## config.mk

```make
export PLATFORM = sky130hd
export DESIGN_NAME = tfn_sqrt_cell
export DESIGN_NICKNAME = d
export VERILOG_FILES = /design/src/hdl/tfn_pkg.sv /design/src/hdl/tfn_sqrt_cell.sv
export SDC_FILE = /design/constraint.sdc
export NUM_CORES = 1
export LEC_CHECK = 0
export CAP_MARGIN = 20
export CORE_AREA = 4 4 168 170
export CTS_BUF_LIST = sky130_fd_sc_hd__clkbuf_2 sky130_fd_sc_hd__clkbuf_4 sky130_fd_sc_hd__clkbuf_8
export CTS_CLUSTER_DIAMETER = 30
export DETAILED_ROUTE_END_ITERATION = 8
export DIE_AREA = 0 0 172 174
export DONT_BUFFER_PORTS = 1
export PLACE_DENSITY = 0.67
export SYNTH_ARGS = -nofsm -noshare
export SYNTH_HDL_FRONTEND = slang
export SYNTH_SLANG_ARGS = --single-unit
```

## constraint.sdc

```tcl
create_clock -name clk -period 6.3 [get_ports clk]
set_input_delay 0.945 -clock clk [delete_from_list [all_inputs] [get_ports clk]]
set_output_delay 0.945 -clock clk [all_outputs]
set_load 0.01 [all_outputs]
```

## src/hdl/tfn_pkg.sv

```systemverilog
package tfn_pkg;

	localparam int COORD_W  = 16;
	localparam int FRAC_W   = 14;
	localparam int OUT_W    = 16;
	localparam int EDGE_W   = COORD_W + 1;
	localparam int PROD_W   = 2 * EDGE_W;
	localparam int CROSS_W  = PROD_W + 1;
	localparam int MAG_W    = PROD_W;
	localparam int POS_W    = 6;
	localparam int U_W      = 30;
	localparam int NORM_POS = U_W - 1;
	localparam int SQ_W     = 2 * U_W;
	localparam int S_W      = SQ_W + 2;
	localparam int ROOT_STEPS = S_W / 2;
	localparam int L_W      = ROOT_STEPS;
	localparam int D_W      = L_W + 1;
	localparam int Q_W      = FRAC_W + 2;
	localparam int REM_W    = U_W + FRAC_W + 3;

	typedef struct packed {
		logic [S_W-1:0]           rem;
		logic [S_W-1:0]           res;
		logic [2:0][U_W-1:0]      u;
		logic [2:0]               neg;
		logic                     degen;
	} sq_t;

	typedef struct packed {
		logic [2:0][REM_W-1:0]    rem;
		logic [2:0][Q_W-1:0]      q;
		logic [D_W-1:0]           d;
		logic [2:0]               neg;
		logic                     degen;
	} div_t;

endpackage

```

## src/hdl/tfn_sqrt_cell.sv

```systemverilog
module tfn_sqrt_cell
	import tfn_pkg::*;
#(
	parameter int K = 0
) (
	input  logic clk,
	input  logic arst_n,
	input  logic in_valid,
	output logic in_ready,
	input  sq_t  in_data,
	output logic out_valid,
	input  logic out_ready,
	output sq_t  out_data
);

	localparam logic [S_W-1:0] BIT = S_W'(1) << (2 * K);

	logic vld_q;
	sq_t  data_q, next_c;
	logic [S_W-1:0] trial_c;

	assign in_ready  = ~vld_q | out_ready;
	assign out_valid = vld_q;
	assign out_data  = data_q;

	always_comb begin
		next_c  = in_data;
		trial_c = in_data.res + BIT;
		if (in_data.rem >= trial_c) begin
			next_c.rem = in_data.rem - trial_c;
			next_c.res = (in_data.res >> 1) + BIT;
		end else begin
			next_c.res = in_data.res >> 1;
		end
	end

	always_ff @(posedge clk or negedge arst_n) begin
		if (!arst_n) begin
			vld_q <= 1'b0;
		end else if (in_ready) begin
			vld_q <= in_valid;
		end
	end

	always_ff @(posedge clk) begin
		if (in_ready && in_valid) data_q <= next_c;
	end

endmodule

```

Yosys cells after proc, flatten, opt, wreduce, memory -nomap -nowiden
Index checks and enable logic that the tools add are counted.

Flip-flop bits (word level): 219. Latch bits: 0. Memory bits (writable): 0. ROM bits: 0. Input bits: 222. Output and inout bits: 220. Logic and storage cells: 18. Memories: 0.

Add/sub/neg operators: 3. Multipliers: 0. Div/mod/pow operators: 0. Magnitude comparators: 1. Eq/ne operators: 0. Shift-type cells: 0. Mux-type cells: 2. Bitwise logic cells: 2. Reductions and logical operators: 1.

Operator list (count): 61-bit by 1-bit adder with 62-bit output (second input constant) (1); 62-bit by 1-bit adder with 62-bit output (second input constant) (1); 62-bit greater-or-equal comparator (1); 62-bit two-way mux (1); 62-bit subtractor (1); 61-bit two-way mux (1); 1-bit logical AND (1); 1-bit NOT (1); 1-bit bitwise OR (1).

Depth between registers and ports, before layout
Depth in word-level cells: 3. Depth in mapped cells: 25. Depth with buffers taken out: 22.

Least setup slack after synthesis
OpenSTA, ideal clock, no wires.

Kind: in2reg. From: in out_ready. To: reg data_q (netlist bit out_data[0]), enable pin. Library setup time: 606 ps. Arrival time: 6130 ps. Required time: 5694 ps. Setup slack: -436 ps. Stages on the path: 2. Buffers on the path: 0. Cell sequence: nand2b_1 -> and2_1.

Longest elaborated chain between the ends: 2.

Ends and longest elaborated chain: start, declared (RTL line tfn_sqrt_cell.sv:12) `input logic out_ready,`; 1-bit bitwise OR (RTL line tfn_sqrt_cell.sv:22) `assign in_ready = ~vld_q | out_ready;`; 1-bit logical AND (RTL line tfn_sqrt_cell.sv:46) `if (in_ready && in_valid) data_q <= next_c;`; end signal, assigned (RTL line tfn_sqrt_cell.sv:46); end, declared (RTL line tfn_sqrt_cell.sv:19) `sq_t data_q, next_c;`.

Every way passes these cells. A chain may end at the register's enable or synchronous reset.

==> flow_summary.json <==
{
  "drive_above_1_share_pct": 9.40,
  "synth_top_family_by_area": "simple AND/OR/NAND/NOR gates",
  "vias_per_cell": 6.08,
  "switching_share_pct": 27.8,
  "cpPeakStageDelay_ns": 0.41,
  "rsz0062_at_grt": "no",
  "routabilityCongestion": 1.01,
  "avgSynthCellArea_um2": 10.4,
  "synthAdderAreaFrac_pct": 6.20,
  "wire_per_inst_um": 26.5,
  "end_kind": "flip-flop",
  "synthFlopType": "edfxtp_1",
  "fin_cells": 1672,
  "ant_nets": 0,
  "dr.pass1.iters": 5,
  "fin_util_pct": 55.0,
  "hold_path.class": "input port to asynchronous set/reset pin",
  "whs_ns": 0.0828,
  "timing.fmax_ghz": 0.179,
  "finalSetupViolCount": 0,
  "netlist_area_um2": 13200,
  "fp.dieW_um": 172,
  "cts_resized": 0,
  "status": "finished, final reports clean",
  "fin_crit_ns": 5.59,
  "p_int_mw": 3.12,
  "worstMarginPinSlew_ns": 1.01,
  "chipHeight_um": 174,
  "grt_pass1_wl_um": 63200,
  "num-nets-final": 1576,
  "synthCells": 1278,
  "cp_cell_sequence": "and3_1 > and2_1 > and3_1 > nand2_1 > nor2_1 > and3_1 > nand4_1 > nor3_1 > nand2_1 > xor2_1 > ha_1 > nand2_1 > o21ai_0 > nand3_1 > a21oi_1 > a21o_1 > a21oi_1 > o21ai_0 > o31a_2 > buf_12 > mux2_2",
  "synthMuxAreaShare_pct": 1.19,
  "grt_pass1_vias": 9835,
  "place_ws_ns": 0.281,
  "clk_path_buf_depth": 3,
  "vias": 10200,
  "ir_drop_v": 0.000146,
  "wirelength_um": 44400,
  "synthXorXnorAreaFrac_pct": 11.7,
  "clkTransAtPathRegs_ns": 0.06,
  "cp.required_ns": 6.59,
  "fill_cells": 2367,
  "ys_ff_latch": 219,
  "clkPwrFrac_pct": 42.3,
  "grt_max_degree": 149,
  "coreArea_um2": 26700,
  "io_pins": 442,
  "yosys_warnings": 0,
  "synth.yosys.seq_area_share_pct": 49.7,
  "antenna_found_initial": 1,
  "power_mw": 4.32,
  "rrSetupSlack_ns": 3.72,
  "drv_slew": 0,
  "syn-num-nets": 1565,
  "slew_headroom_pct": 32.9,
  "io_buffers": 0,
  "synthDistinctLibCells": 57,
  "post-route-drc-count": 0,
  "synth_simple_gate_area_share_pct": 16.7,
  "fp.dieArea_um2": 29900,
  "setup_tns_ns": 0,
  "crit_fanout": 100,
  "seqPwrFrac_pct": 42.9,
  "rows": 60,
  "clkLatencyLatePin_ns": 0.57,
  "dpl.cell_count": 1577,
  "cts_setup_buffers": 0,
  "place_area_um2": 13500,
  "period_share_pct": 88.7,
  "final_common_cell": "edfxtp_1",
  "critPathKind": "input port to flip-flop",
  "final_cell_mix": "218 x edfxtp_1, 130 x nand2_1, 129 x nor2_1",
  "hold_buffers": 0,
  "groute.usage.overall_pct": 28.1,
  "cts_num_sinks": 219,
  "post-route-worst-setup-slack_ns": 0.710,
  "start_kind": "input port",
  "h-tree-depth": 2,
  "power.leakage_nw": 5.22,
  "start_util_pct": 49.5,
  "combPwrFrac_pct": 14.8,
  "async_flop_share_pct": 0.457,
  "skew_ns": 0.0188,
  "drtIter0Drc": 723,
  "cap_violations": 0,
  "design_area_um2": 14700,
  "crit_arrival_ns": 5.88,
  "p_switching_mw": 1.20,
  "dpl.hpwl_um": 35100,
  "overflow": 0,
  "synth_compound_area_share_pct": 12.0,
  "power_density_nw_per_um2": 294,
  "cts_tree": "built",
  "area_growth_pct": 11.0,
  "synth_edf_count": 218,
  "tritoncts.num_buffers": 51,
  "finalHoldViolCount": 0,
  "slowest_stage": "o31a_2",
  "cts_root_buffer": "clkbuf_8"
}
==> kinds of logic (layout without fill, tap and decap cells) <==
family | Yosys count | after routing
and+or+nand+nor | 465 | 465
buffers and inverters | 78 | 130
xor gates and xnor gates | 176 | 176
muxes | 14 | 14
DFF | 219 | 219
other | 0 | 1
adders and majority gates | 65 | 65
AOI/OAI and AO/OA | 261 | 261
==> cell type report <==
class                   count  area (um^2)  area share (%)
diodes                      1         2.50          0.0170
multi-input cells         981         6330            43.1
flip-flops and latches    219         6570            44.7
repair buffers             10          100           0.682
inverters                  26         97.6           0.665
clock inverters            35          384            2.62
clock buffers              59          774            5.27
well taps                 341          427            2.91
==> state kept, by name, summed over array words and instances, names as in the netlist <==
| register | cells |
|---|---|
| out_valid | 1 |
| out_data | 218 |
==> worst max-delay path: cells and delay by family <==
kind	cells	cell delay, ns
AOI/OAI and AO/OA	6	1.45
xor gates and xnor gates	1	0.17
adders and majority gates	1	0.40
buffers and inverters	1	0.39
muxes	1	0.39
and+or+nand+nor	11	2.03
==> worst paths after layout <==
path,startpoint,endpoint,cells past startpoint
max in group asynchronous,arst_n,out_valid$_DFFE_PN0N_,0
min,arst_n,out_valid$_DFFE_PN0N_,0
max reg2reg,out_valid$_DFFE_PN0N_,out_data[63]$_DFFE_PP_,3
min reg2reg,out_valid$_DFFE_PN0N_,out_valid$_DFFE_PN0N_,2
max,in_data[97],out_data[190]$_DFFE_PP_,21
min in group clk,in_data[88],out_data[88]$_DFFE_PP_,0
==> power by group through the flow <==
stage / clock network (mW) / logic [mW] / registers [mW]
finish: 1.83 / 0.640 / 1.85
global route: 1.95 / 0.707 / 1.86
CTS: 1.87 / 0.637 / 1.85
detailed placement: 0 / 0.633 / 1.88
global placement: 0 / 0.631 / 1.88
floorplan: 0 / 0.502 / 1.85
==> routing by layer <==
layer | track usage, % | part of all wire [%]
met5 | 0 | 0
met4 | 10.9 | 4.1
met3 | 12.1 | 12
met2 | 45.7 | 47
met1 | 32.8 | 36
==> cell usage after synthesis (2+ instances only) <==
cell         n  area, um^2
edfxtp_1   218        6550
nand2_1    130         488
nor2_1     129         484
a21oi_1    126         631
xnor2_1    112         981
ha_1        64         801
xor2_1      63         552
nand3_1     53         265
nand4_1     43         269
a21o_1      36         270
o21ai_0     35         175
clkbuf_1    27         101
inv_1       26        97.6
and3_1      23         144
buf_2       21         105
nor3_1      21         105
o21bai_1    17         128
nand2b_1    15        93.8
mux2_2      14         158
and2_1      12        75.1
nor2b_1     11        68.8
o21a_1      11        82.6
and4_1       7        61.3
nor4_1       7        43.8
o31ai_1      5        37.5
a31oi_1      4        25.0
or3_1        4        25.0
a211o_1      3        26.3
a211oi_1     3        22.5
buf_4        3        22.5
o211ai_1     3        22.5
a2111oi_0    2        17.5
a21boi_0     2        15.0
a31o_2       2        17.5
o211a_1      2        20.0
or2_2        2        12.5
or4_1        2        15.0
Power figures use the tool's default switching activity.
