<file path="src/hdl/tfn_pkg.sv">
package tfn_pkg;

	localparam int COORD_W  = 16;
	localparam int FRAC_W   = 14;
	localparam int OUT_W    = 16;
	localparam int EDGE_W   = COORD_W + 1;
	localparam int PROD_W   = 2 * EDGE_W;
	localparam int CROSS_W  = PROD_W + 1;
	localparam int MAG_W    = PROD_W;
	localparam int POS_W    = 6;
	localparam int U_W      = 30;
	localparam int NORM_POS = U_W - 1;
	localparam int SQ_W     = 2 * U_W;
	localparam int S_W      = SQ_W + 2;
	localparam int ROOT_STEPS = S_W / 2;
	localparam int L_W      = ROOT_STEPS;
	localparam int D_W      = L_W + 1;
	localparam int Q_W      = FRAC_W + 2;
	localparam int REM_W    = U_W + FRAC_W + 3;

	typedef struct packed {
		logic [S_W-1:0]           rem;
		logic [S_W-1:0]           res;
		logic [2:0][U_W-1:0]      u;
		logic [2:0]               neg;
		logic                     degen;
	} sq_t;

	typedef struct packed {
		logic [2:0][REM_W-1:0]    rem;
		logic [2:0][Q_W-1:0]      q;
		logic [D_W-1:0]           d;
		logic [2:0]               neg;
		logic                     degen;
	} div_t;

endpackage

</file>
<file path="src/hdl/tfn_div_cell.sv">
module tfn_div_cell
	import tfn_pkg::*;
#(
	parameter int J = 0
) (
	input  logic clk,
	input  logic arst_n,
	input  logic in_valid,
	output logic in_ready,
	input  div_t in_data,
	output logic out_valid,
	input  logic out_ready,
	output div_t out_data
);

	logic vld_q;
	div_t data_q, next_c;
	logic [REM_W-1:0] dsh_c;

	assign in_ready  = ~vld_q | out_ready;
	assign out_valid = vld_q;
	assign out_data  = data_q;
	assign dsh_c     = REM_W'(in_data.d) << J;

	always_comb begin
		next_c = in_data;
		for (int i = 0; i < 3; i++) begin
			if (in_data.rem[i] >= dsh_c) begin
				next_c.rem[i]  = in_data.rem[i] - dsh_c;
				next_c.q[i][J] = 1'b1;
			end
		end
	end

	always_ff @(posedge clk or negedge arst_n) begin
		if (!arst_n) begin
			vld_q <= 1'b0;
		end else if (in_ready) begin
			vld_q <= in_valid;
		end
	end

	always_ff @(posedge clk) begin
		if (in_ready && in_valid) data_q <= next_c;
	end

endmodule

</file>
<file path="config.mk">
export PLATFORM = sky130hd
export DESIGN_NAME = tfn_div_cell
export DESIGN_NICKNAME = d
export VERILOG_FILES = /design/src/hdl/tfn_pkg.sv /design/src/hdl/tfn_div_cell.sv
export SDC_FILE = /design/constraint.sdc
export NUM_CORES = 1
export LEC_CHECK = 0
export BUFFER_PORTS_ARGS = -buffer_cell sky130_fd_sc_hd__buf_2
export CORE_ASPECT_RATIO = 0.5
export CORE_UTILIZATION = 40
export DETAILED_ROUTE_END_ITERATION = 10
export PLACE_DENSITY = 0.71
export SKIP_CTS_REPAIR_TIMING = 1
export SLEW_MARGIN = 5
export SYNTH_ARGS = -nofsm -noshare
export SYNTH_HDL_FRONTEND = slang
export SYNTH_SLANG_ARGS = --single-unit
</file>
<file path="constraint.sdc">
create_clock -name clk -period 5.6 [get_ports clk]
set_input_delay 0 -clock clk [delete_from_list [all_inputs] [get_ports clk]]
set_output_delay 0 -clock clk [all_outputs]
set_load 0.005 [all_outputs]
</file>
# Yosys cells after proc, flatten, opt, wreduce, memory -nomap -nowiden
# Cells that the tools add are included.
[op_classes] div=0 shift=0 bitwise_logic=2 multipliers=0 order_cmp=3 n_reduce_logical=1 eq_ne=0 muxes=3 addsub=3
[op_table] op="47-bit by 32-bit greater-or-equal comparator with 1-bit output" n=3
[op_table] op="47-bit 2-to-1 mux" n=3
[op_table] op="47-bit by 32-bit subtractor with 47-bit output" n=3
[op_table] op="1-bit logical AND" n=1
[op_table] op="1-bit inverter" n=1
[op_table] op="1-bit OR" n=1
[totals] reg_bits=226 mem_bits_rw=0 romBits=0 latchBits=0 inputBits=229 memories=0 word_cells=25

# Logic depth before layout (Yosys ltp)
# Gate-level depths: netlist of the first run.
[depth] ltp_word=3 ltp_mapped=13 ltp_nobuf=12

# Least setup slack after synthesis of the first run
# No wires, ideal clock.
[synth_path] kind="reg-to-reg" start="register vld_q (netlist: out_valid)" end="register data_q, in the netlist out_data[0], enable pin" arrival_ns=5.647 setup_ns=0.614 synth_period_minus_slack_ns=6.262 setup_slack_ns=-0.662 path_stages_with_launch=3 path_cell_list="dfrtp_1 -> nand2b_1 -> and2_1"
[synth_between] elab_chain_len=3
[synth_lines] element="start: declaration" line_no="tfn_div_cell.sv:16" source="logic vld_q;"
[synth_lines] element="start signal: assignment" line_no="tfn_div_cell.sv:39" source="vld_q <= in_valid;"
[synth_lines] element="1-bit inverter" line_no="tfn_div_cell.sv:20" source="assign in_ready = ~vld_q | out_ready;"
[synth_lines] element="1-bit OR" line_no="tfn_div_cell.sv:20"
[synth_lines] element="via in_ready" line_no="tfn_div_cell.sv:9" source="output logic in_ready,"
[synth_lines] element="1-bit logical AND" line_no="tfn_div_cell.sv:44" source="if (in_ready && in_valid) data_q <= next_c;"
[synth_lines] element="end signal: assignment" line_no="tfn_div_cell.sv:44"
[synth_lines] element="end: declaration" line_no="tfn_div_cell.sv:17" source="div_t data_q, next_c;"
# The timed path passes the listed nets, and every way through them passes these cells.
# A chain may end at the register's enable or synchronous reset.

==> metrics.yaml, run 1 <==
dp_hpwl_um: 38800
cap_violations: 0
syn-mean-instance-area_um2: 10.0
drtIter0Drc: 1508
setup.worst_path.end: "out_data[128]"
rsz0062_at_grt: "no"
clockBufferDepth: 3
yosys-top-cells-area: "edfxtp_1 (46%), ha_1 (8.1%), a21oi_1 (4.3%)"
clkTransAtPathRegs_ps: 70
clock-sinks: 226
cp-startpoint: "in_data[5]"
initial_core_util_pct: 40.8
dpl_cell_area_um2: 17400
setup_viol: 0
grt_first_pass_wirelength_um: 71200
slew_viol_final: 0
cts_buffers: 23
leakagePower_nw: 8.50
cp_common_cell: "dlygate4sd3_1"
io_buffers: 455
fmax_mhz: 244
p_clk_share_pct: 31.1
cp_max_fo: 30
die_height_um: 138
drc_errors: 0
via_count: 14600
finalHoldViolCount: 0
drt_wl_total_um: 53200
multi_input_area_um2: 7500
fin_crit_sh_pct: 73.2
die_w_um: 274
yosys.area.top_type: "edfxtp_1"
skew_ps: 11.1
synth.distinct_cells: 81
nFillCells: 3048
grt.total_usage_pct: 24.4
gp_congestion: 0.932
root_buffer: "clkbuf_16"
cpPeakStageDelay_ps: 620
fin_nets: 2459
power.internal_w: 0.00348
synth_edf_count: 225
yosysSeqAreaShare_pct: 46.0
synth_top_cell_area_share_pct: 45.8
core_area_um2: 36100
first_pass_iters: 6
antenna_left: 0
hold_path_class: "in2reg"
crit_chain: "dlygate4sd3_1, buf_2, inv_1, ha_1, nor2b_1, o31a_1, a21oi_1, a41oi_2, a31oi_1, o21ai_4, buf_4, o2111ai_2, xnor2_1, dlygate4sd3_1"
drive_gt1_share_pct: 24.8
power_frac_comb_pct: 26.9
r2r_start: "out_valid"
clkLatencyLatePin_ps: 540
worstMarginPinSlew_ps: 967
antenna_found_initial: 3
h-tree-depth: 1
yosys-top-cells-count: "edfxtp_1 (225), nand2_1 (170), a21oi_1 (128), o21ai_0 (107), ha_1 (96)"
async_flop_share_pct: 0.442
wl_per_cell_um: 20.2
p_sw_share_pct: 30.2
status: "finished, final reports clean"
fin_area_um2: 20500
yosysMostFrequentCell: "edfxtp_1"
p_seq_share_pct: 42.0
grt.overflow.total: 0
slowest_stage: "o21ai_4"
synth-main-ff-cell: "edfxtp_1"
avgViaCountPerCell: 5.55
critPathArrivalTime_ps: 4380
postSynthNetCount: 1799
crit_type: "in2reg"
design.portCount: 456
fin_crit_ps: 4100
seq_area_um2: 6780
synthCells: 1471
power_switching_w: 0.00151
synth_seq_cells: 226
worstPathRequired_ps: 5880
rrSetupSlack_ps: 3740
worstReg2RegEnd: "out_data[206]"
syn_area_um2: 14700
startpoint_type: "input port"
ir_drop_v: 0.000182
grt_pass1_vias: 12400
end_kind: "flop"
ys_warn_count: 0
max_slew_margin_pct: 35.5
power_density_nw_per_um2: 244
die_area_um2: 37700
rows: 49
tritoncts: "done"
fin_setup_tns_ps: 0
rr_worst_depth: 3
area_growth_pct: 38.8
grt_max_degree: 156
critical path: cells and delay by family:
kind                       cells  cell delay (ps)
buffers and inverters          5             2010
adders and majority gates      1              250
AOI/OAI and AO/OA              6             1760
xor gates and xnor gates       1              160
and+or+nand+nor                1              190
metrics by stage:
stage          hold WS [ps]  setup WS, ps  util (%)  power (W)  std cells
6_report               5.21          1500      56.7    0.00499       2632
5_1_grt                30.7          1270      56.7    0.00520       2632
4_1_cts                -796          2570      50.2    0.00484       2397
3_5_place_dp           -224          2010      48.3    0.00330       2358
3_3_place_gp           -225          2030      48.3    0.00329       2358
2_1_floorplan          -296          1880         -    0.00284       1471
final cells by class:
| class | instances | share of cell area, % |
|---|---|---|
| diodes | 3 | 0.0367 |
| clock buffers | 26 | 2.87 |
| flip-flops and latches | 226 | 33.1 |
| repair buffers | 693 | 22.8 |
| clock inverters | 13 | 0.562 |
| well taps | 484 | 2.96 |
| multi-input cells | 1130 | 36.6 |
| inverters | 57 | 1.05 |
power groups by stage:
stage / Sequential (W) / Combinational, W / Clock (W)
after floorplan: 0.00215 / 0.000686 / 0
after global placement: 0.00213 / 0.00116 / 0
after detailed placement: 0.00213 / 0.00117 / 0
after CTS: 0.00210 / 0.00118 / 0.00156
after global routing: 0.00211 / 0.00145 / 0.00164
final: 0.00210 / 0.00134 / 0.00155
cells by family (layout without fill, tap and decap cells):
kind of cell | after synthesis | count (layout) | synth area share [%]
buffers and inverters | 115 | 789 | 3.27
adder cells (fa/ha/maj) | 99 | 99 | 8.55
flip-flops | 226 | 226 | 46.0
other | 0 | 3 | 0
AND/OR/NAND/NOR | 476 | 476 | 15.9
AO/OA/AOI/OAI | 416 | 416 | 17.9
XOR/XNOR | 130 | 130 | 7.72
multiplexers | 9 | 9 | 0.670
state kept, by name (all words and copies together) (netlist names):
register and cells:
out_valid 1, out_data 225
worst min-delay path by stage:
stage	startpoint	end	slack, ps	cells past startpoint
final	out_ready	out_data[59]	5	3
after global routing	out_ready	out_data[59]	30	3
after CTS	arst_n	out_valid	-800	1
after detailed placement	arst_n	out_valid	-220	1
after global placement	arst_n	out_valid	-220	1
after floorplan	arst_n	out_valid	-300	0
cell usage in the layout (no fill, tap or decap), drive strengths merged, types with 10 or more instances in the layout:
| cell | instances |
|---|---|
| buf | 461 |
| dlygate4sd3 | 232 |
| edfxtp | 225 |
| nand2 | 170 |
| a21oi | 129 |
| o21ai | 113 |
| ha | 96 |
| nor2 | 87 |
| xor2 | 71 |
| xnor2 | 59 |
| inv | 57 |
| a21o | 49 |
| nor3 | 43 |
| nand3 | 32 |
| nand4 | 30 |
| nor4 | 26 |
| clkbuf | 26 |
| or3 | 20 |
| o21bai | 18 |
| nand2b | 18 |
| a211oi | 16 |
| o211ai | 13 |
| o31ai | 12 |
| a31oi | 11 |
| o21a | 10 |
| clkinv | 10 |
metal layers:
layer  vias to the layer above  GRT usage [%]  share of wire (%)
li1                       6829              -                  -
met1                      6972           33.1                 41
met2                       684           40.5                 49
met3                       125           3.24                7.0
met4                         0           7.70                3.3
met5                         -              0                  0
No activity file was read; power rests on OpenSTA's default activity.
==> run 2, diff against run 1 <==
--- a/config.mk
+++ b/config.mk
@@ -5,11 +5,12 @@
 export SDC_FILE = /design/constraint.sdc
 export NUM_CORES = 1
 export LEC_CHECK = 0
+export ABC_AREA = 1
 export BUFFER_PORTS_ARGS = -buffer_cell sky130_fd_sc_hd__buf_2
 export CORE_ASPECT_RATIO = 0.5
 export CORE_UTILIZATION = 40
 export DETAILED_ROUTE_END_ITERATION = 10
-export PLACE_DENSITY = 0.71
+export PLACE_DENSITY = 0.69
 export SKIP_CTS_REPAIR_TIMING = 1
 export SLEW_MARGIN = 5
 export SYNTH_ARGS = -nofsm -noshare
==> constraint.sdc (replaced) <==
create_clock -name clk -period 3.69 [get_ports clk]
set_input_delay 0 -clock clk [delete_from_list [all_inputs] [get_ports clk]]
set_output_delay 0 -clock clk [all_outputs]
set_load 0.005 [all_outputs]
==> run 2 against run 1 <==
- wire length increased by 45%
- setup slack got worse by 570 ps
- total power increased by 65%
==> metrics.yaml, run 2 <==
avgViaCountPerCell: 4.82
clockBufferDepth: 3
rsz0062_at_grt: "no"
root_buffer: "clkbuf_16"
synth_top_family_by_area: "simple AND/OR/NAND/NOR gates"
slew_viol_final: 0
ys_warn_count: 0
leakagePower_nw: 13.7
drt_wl_total_um: 77200
area_growth_pct: 30.8
seq_area_um2: 6780
dpl_cell_area_um2: 22700
startpoint_type: "input port"
final_cell_mix: "nand2_1 (1,381), inv_1 (634), buf_2 (455), nor2_1 (255), dlygate4sd3_1 (230)"
antenna_left: 0
dp_hpwl_um: 62800
rows: 57
synthCells: 3067
min_from: "in_data[39]"
die_w_um: 316
clkTransAtPathRegs_ps: 70
r2r_start: "out_valid"
grt_max_degree: 85
fin_crit_ps: 2760
cts_buffers: 24
async_flop_share_pct: 0.442
tritoncts: "done"
hold_path_class: "in2reg"
critPathArrivalTime_ps: 3190
worstPathRequired_ps: 4120
drc_errors: 0
synth-main-ff-cell: "edfxtp_1"
core_area_um2: 48600
drive_gt1_share_pct: 15.9
skew_ps: 18.0
crit_type: "in2reg"
setup_viol: 0
finalHoldViolCount: 0
io_buffers: 455
grt.total_usage_pct: 29.1
end_kind: "flop"
yosysMostFrequentCell: "nand2_1"
grt_first_pass_wirelength_um: 111000
design.portCount: 456
final_common_cell: "nand2_1"
worstMarginPinSlew_ps: 827
status: "finished, final reports clean"
yosysSeqAreaShare_pct: 34.5
ir_drop_v: 0.000290
hold_ws_ps: 120
synthSimpleGateAreaFrac_pct: 40.1
grt_use_met2_pct: 49.7
fin_crit_sh_pct: 74.8
fmax_mhz: 362
synth_xor_area_share_pct: 2.58
yosys.area.top_type: "edfxtp_1"
synth.distinct_cells: 39
use_met3_pct: 5.54
final_core_util_pct: 53.0
drtIter0Drc: 1738
busiest_layer: "met2"
synth_compound_area_share_pct: 3.15
largest_reg_flops: 225
fin_area_um2: 25700
die_height_um: 159
antenna_found_initial: 0
via_count: 21400
cap_violations: 0
initial_core_util_pct: 40.5
yosys-top-cells-area: "edfxtp_1 (34%), nand2_1 (26%), inv_1 (12%)"
synth_edf_count: 225
gp_congestion: 0.991
synth_top_cell_area_share_pct: 34.3
synth-adder-area-share_pct: 6.41
power_density_nw_per_um2: 320
nFillCells: 4808
synth_seq_cells: 226
cp-startpoint: "in_data[34]"
syn-mean-instance-area_um2: 6.42
max_slew_margin_pct: 44.8
clock-sinks: 226
h-tree-depth: 1
syn_area_um2: 19700
die_area_um2: 50100
cp_max_fo: 46
synthMuxAreaShare_pct: 0
fin_nets: 4095
wl_per_cell_um: 17.4
multi_input_area_um2: 10300
use_met1_pct: 37.6
postSynthNetCount: 3395
first_pass_iters: 6
yosys-top-cells-count: "nand2_1 (1,381), inv_1 (634), nor2_1 (255), edfxtp_1 (225), nand3_1 (161)"
rrSetupSlack_ps: 1820
grt.overflow.total: 0
grt_pass1_vias: 19300
clkLatencyLatePin_ps: 580
==> run 2: cell count changes in the layout (fill, tap and decap cells not counted), sizes merged, moves of 20 or more <==
cell | previous run | this run
nor3 | 43 | 20
or3 | 20 | 0
nand2 | 170 | 1398
a21oi | 129 | 87
inv | 57 | 639
nor4 | 26 | 6
a21o | 49 | 0
xnor2 | 59 | 1
o21ai | 113 | 3
nand3 | 32 | 164
nor2 | 87 | 277
==> run 2: critical path, cell delays in order <==
cell and delay (ps):
dlygate4sd3_1 560, buf_2 140, inv_1 370, ha_1 360, a21oi_1 230, nand2_1 120
a21oi_2 150, nand2_1 90, nand2_1 160, nand3_4 110, nor2_8 640, nand2_1 130
nand2_1 120
==> run 2: worst paths after layout <==
path                       depth (start not counted)       endpoint
hold reg to reg                                    1  out_data[212]
min in group asynchronous                          3      out_valid
setup / recovery                                  13  out_data[141]
max in group asynchronous                          3      out_valid
setup reg to reg                                   2  out_data[174]
hold / removal                                     2   out_data[39]
==> run 2: cell type report <==
class / instances / area share, %
repair buffers: 695 / 18.2
clock buffers: 25 / 2.35
well taps: 649 / 3.15
inverters: 638 / 9.30
flip-flops and latches: 226 / 26.3
clock inverters: 19 / 0.656
diodes: 1 / 0.00972
multi-input cells: 2182 / 40.0
==> run 2: report_power, final <==
part | switching [W] | internal [W]
registers | 0.0000574 | 0.00311
logic | 0.00161 | 0.000942
clock network | 0.00119 | 0.00135
total | 0.00285 | 0.00540
==> run 2: cell families after synthesis <==
kind of cell	after synthesis
buffers and inverters	659
and+or+nand+nor	1933
DFF	226
AOI/OAI and AO/OA	92
adders and majority gates	99
xor gates and xnor gates	58
==> run 2: through the flow <==
stage	setup WS, ps	setup TNS, ps	power (W)	instances
after global routing	746	0	0.00866	4434
after floorplan	-875	-196880	0.00461	3067
after detailed placement	1010	0	0.00553	4160
after global placement	1040	0	0.00552	4160
after CTS	1600	0	0.00803	4204
final	930	0	0.00825	4435
==> run 2: layer usage <==
metal  wire length [µm]  vias up
met5                  0        -
met4               2120        0
met2              37500      704
met3               5170      133
li1                   -    10800
met1              32400     9759
==> run 3, diff against run 2 <==
--- a/config.mk
+++ b/config.mk
@@ -10,7 +10,7 @@
 export CORE_ASPECT_RATIO = 0.5
 export CORE_UTILIZATION = 40
 export DETAILED_ROUTE_END_ITERATION = 10
-export PLACE_DENSITY = 0.69
+export PLACE_DENSITY = 0.66
 export SKIP_CTS_REPAIR_TIMING = 1
 export SLEW_MARGIN = 5
 export SYNTH_ARGS = -nofsm -noshare
==> constraint.sdc (replaced) <==
create_clock -name clk -period 2.54 [get_ports clk]
set_input_delay 0 -clock clk [delete_from_list [all_inputs] [get_ports clk]]
set_output_delay 0 -clock clk [all_outputs]
set_load 0.005 [all_outputs]
==> run 3 against run 2 <==
- the flow now finishes with violations (negative hold slack)
- clock power increased by 50%
- register-to-register slack got worse by 970 ps
- critical path type unchanged
- critical endpoint is now out_data[103]
- clock skew increased by 2.1 ps
- highest routed layer unchanged
==> metrics.yaml, run 3 (same netlist as run 2, synthesis figures left out) <==
critPathArrivalTime_ps: 2750
antenna_left: 0
antenna_found_initial: 2
gp_congestion: 1.02
dp_hpwl_um: 63100
drtIter0Drc: 1780
power_frac_comb_pct: 31.2
fin_nets: 4161
p_clk_share_pct: 31.1
initial_core_util_pct: 40.5
drive_gt1_share_pct: 17.4
final_common_cell: "nand2_1"
skew_ps: 20.1
worstPathRequired_ps: 2870
avgViaCountPerCell: 4.79
nFillCells: 4789
setup_viol: 0
grt_first_pass_wirelength_um: 112000
pre_cts_slack_ps: -155
drt_wl_total_um: 77700
power_switching_w: 0.00418
die_w_um: 316
clock-sinks: 226
cap_violations: 0
status: "complete, but fails checks"
design.portCount: 456
clkLatencyLatePin_ps: 570
fmax_mhz: 413
clkTransAtPathRegs_ps: 70
wl_per_cell_um: 17.3
rsz0062_at_grt: "no"
p_seq_share_pct: 37.8
final_cell_mix: "nand2_1 (1,381), inv_1 (634), buf_2 (455), nor2_1 (255), dlygate4sd3_1 (229)"
layout_setup_ws_ps: 121
core_area_um2: 48600
grt_pass1_vias: 19400
end_kind: "flop"
grt.overflow.total: 0
fin_crit_ps: 2420
hold_ws_ps: -236
die_area_um2: 50100
grt_max_degree: 57
crit_type: "in2reg"
die_height_um: 159
tritoncts: "done"
violations: "negative hold slack"
largest_reg_flops: 225
ir_drop_v: 0.000337
finalHoldViolCount: 1
clockBufferDepth: 3
h-tree-depth: 1
power.internal_w: 0.00803
root_buffer: "clkbuf_16"
first_pass_iters: 7
area_growth_pct: 34.2
p_sw_share_pct: 34.2
cp_max_fo: 11
cts_buffers: 24
slew_viol_final: 0
rows: 57
max_slew_margin_pct: 59.3
drc_errors: 0
power_w: 0.0122
io_buffers: 455
leakagePower_nw: 14.1
hold_path_class: "in2reg"
worstMarginPinSlew_ps: 605
via_count: 21600
fin_crit_sh_pct: 95.2
grt.total_usage_pct: 29.2
power_density_nw_per_um2: 462
startpoint_type: "input port"
-- run 3: cell types whose count changed in the layout (fill, tap and decap cells not counted) --
cell,change
buf_4,+56
buf_12,+11
clkinv_1,-4
clkbuf_8,+3
clkinvlp_4,+3
clkinv_2,-2
inv_6,-2
clkbuf_1,+1
dlygate4sd3_1,-1
inv_8,+1
-- run 3: path summary, 6_finish.rpt --
kind,startpoint,end,slack [ps],cells after the start
max,in_data[14],out_data[103],120,19
min,in_data[132],out_data[132],-240,3
max reg2reg,out_valid,out_data[130],850,2
min reg2reg,out_valid,out_data[99],760,1
max in group asynchronous,arst_n,out_valid,2140,3
min in group asynchronous,arst_n,out_valid,300,3
-- run 3: final cells by class --
type | count | area [µm²] | area share (%)
sequential | 226 | 6780 | 25.7
inverter | 638 | 2390 | 9.07
timing repair buffer | 761 | 5320 | 20.2
antenna | 1 | 2.50 | 0.00947
tap | 649 | 812 | 3.07
clock buffer | 29 | 649 | 2.46
multi-input combinational | 2182 | 10300 | 39.0
clock inverter | 15 | 160 | 0.606
-- run 3: worst max-delay path: stages --
cell	delay, ps
dlygate4sd3_1	540
buf_2	140
inv_1	220
ha_1	330
nand2_1	150
inv_1	50
nand2_1	60
nand2_1	100
nand2_1	90
nand2_1	60
inv_1	60
nand2_2	110
nand2_2	90
nand2_1	70
nand2_1	70
nand2_2	200
buf_4	260
nand2_1	70
nand2_1	50
-- run 3: metrics by stage --
stage	TNS (ps)	utilization [%]	std cells	instance area, µm²	hold slack (ps)
6_report	0	54.4	4501	26400	-236
2_1_floorplan	-455630	-	3067	19700	-296
4_1_cts	0	49.7	4271	24100	-834
3_3_place_gp	-1390	48.0	4227	23300	-223
5_1_grt	0	54.4	4501	26400	-240
3_5_place_dp	-1140	48.0	4227	23300	-216
-- run 3: layer usage --
| layer | wire length (µm) | GRT usage [%] |
|---|---|---|
| met3 | 5020 | 3.47 |
| met1 | 33400 | 39.8 |
| met4 | 1980 | 6.54 |
| met2 | 37300 | 49.3 |
| met5 | 0 | 0 |
-- run 3: power by group through the flow --
stage | clock (W) | sequential, W | combinational [W]
2_1_floorplan | 0 | 0.00474 | 0.00197
3_3_place_gp | 0 | 0.00468 | 0.00343
3_5_place_dp | 0 | 0.00468 | 0.00345
4_1_cts | 0.00383 | 0.00461 | 0.00347
5_1_grt | 0.00396 | 0.00463 | 0.00420
6_report | 0.00379 | 0.00461 | 0.00380
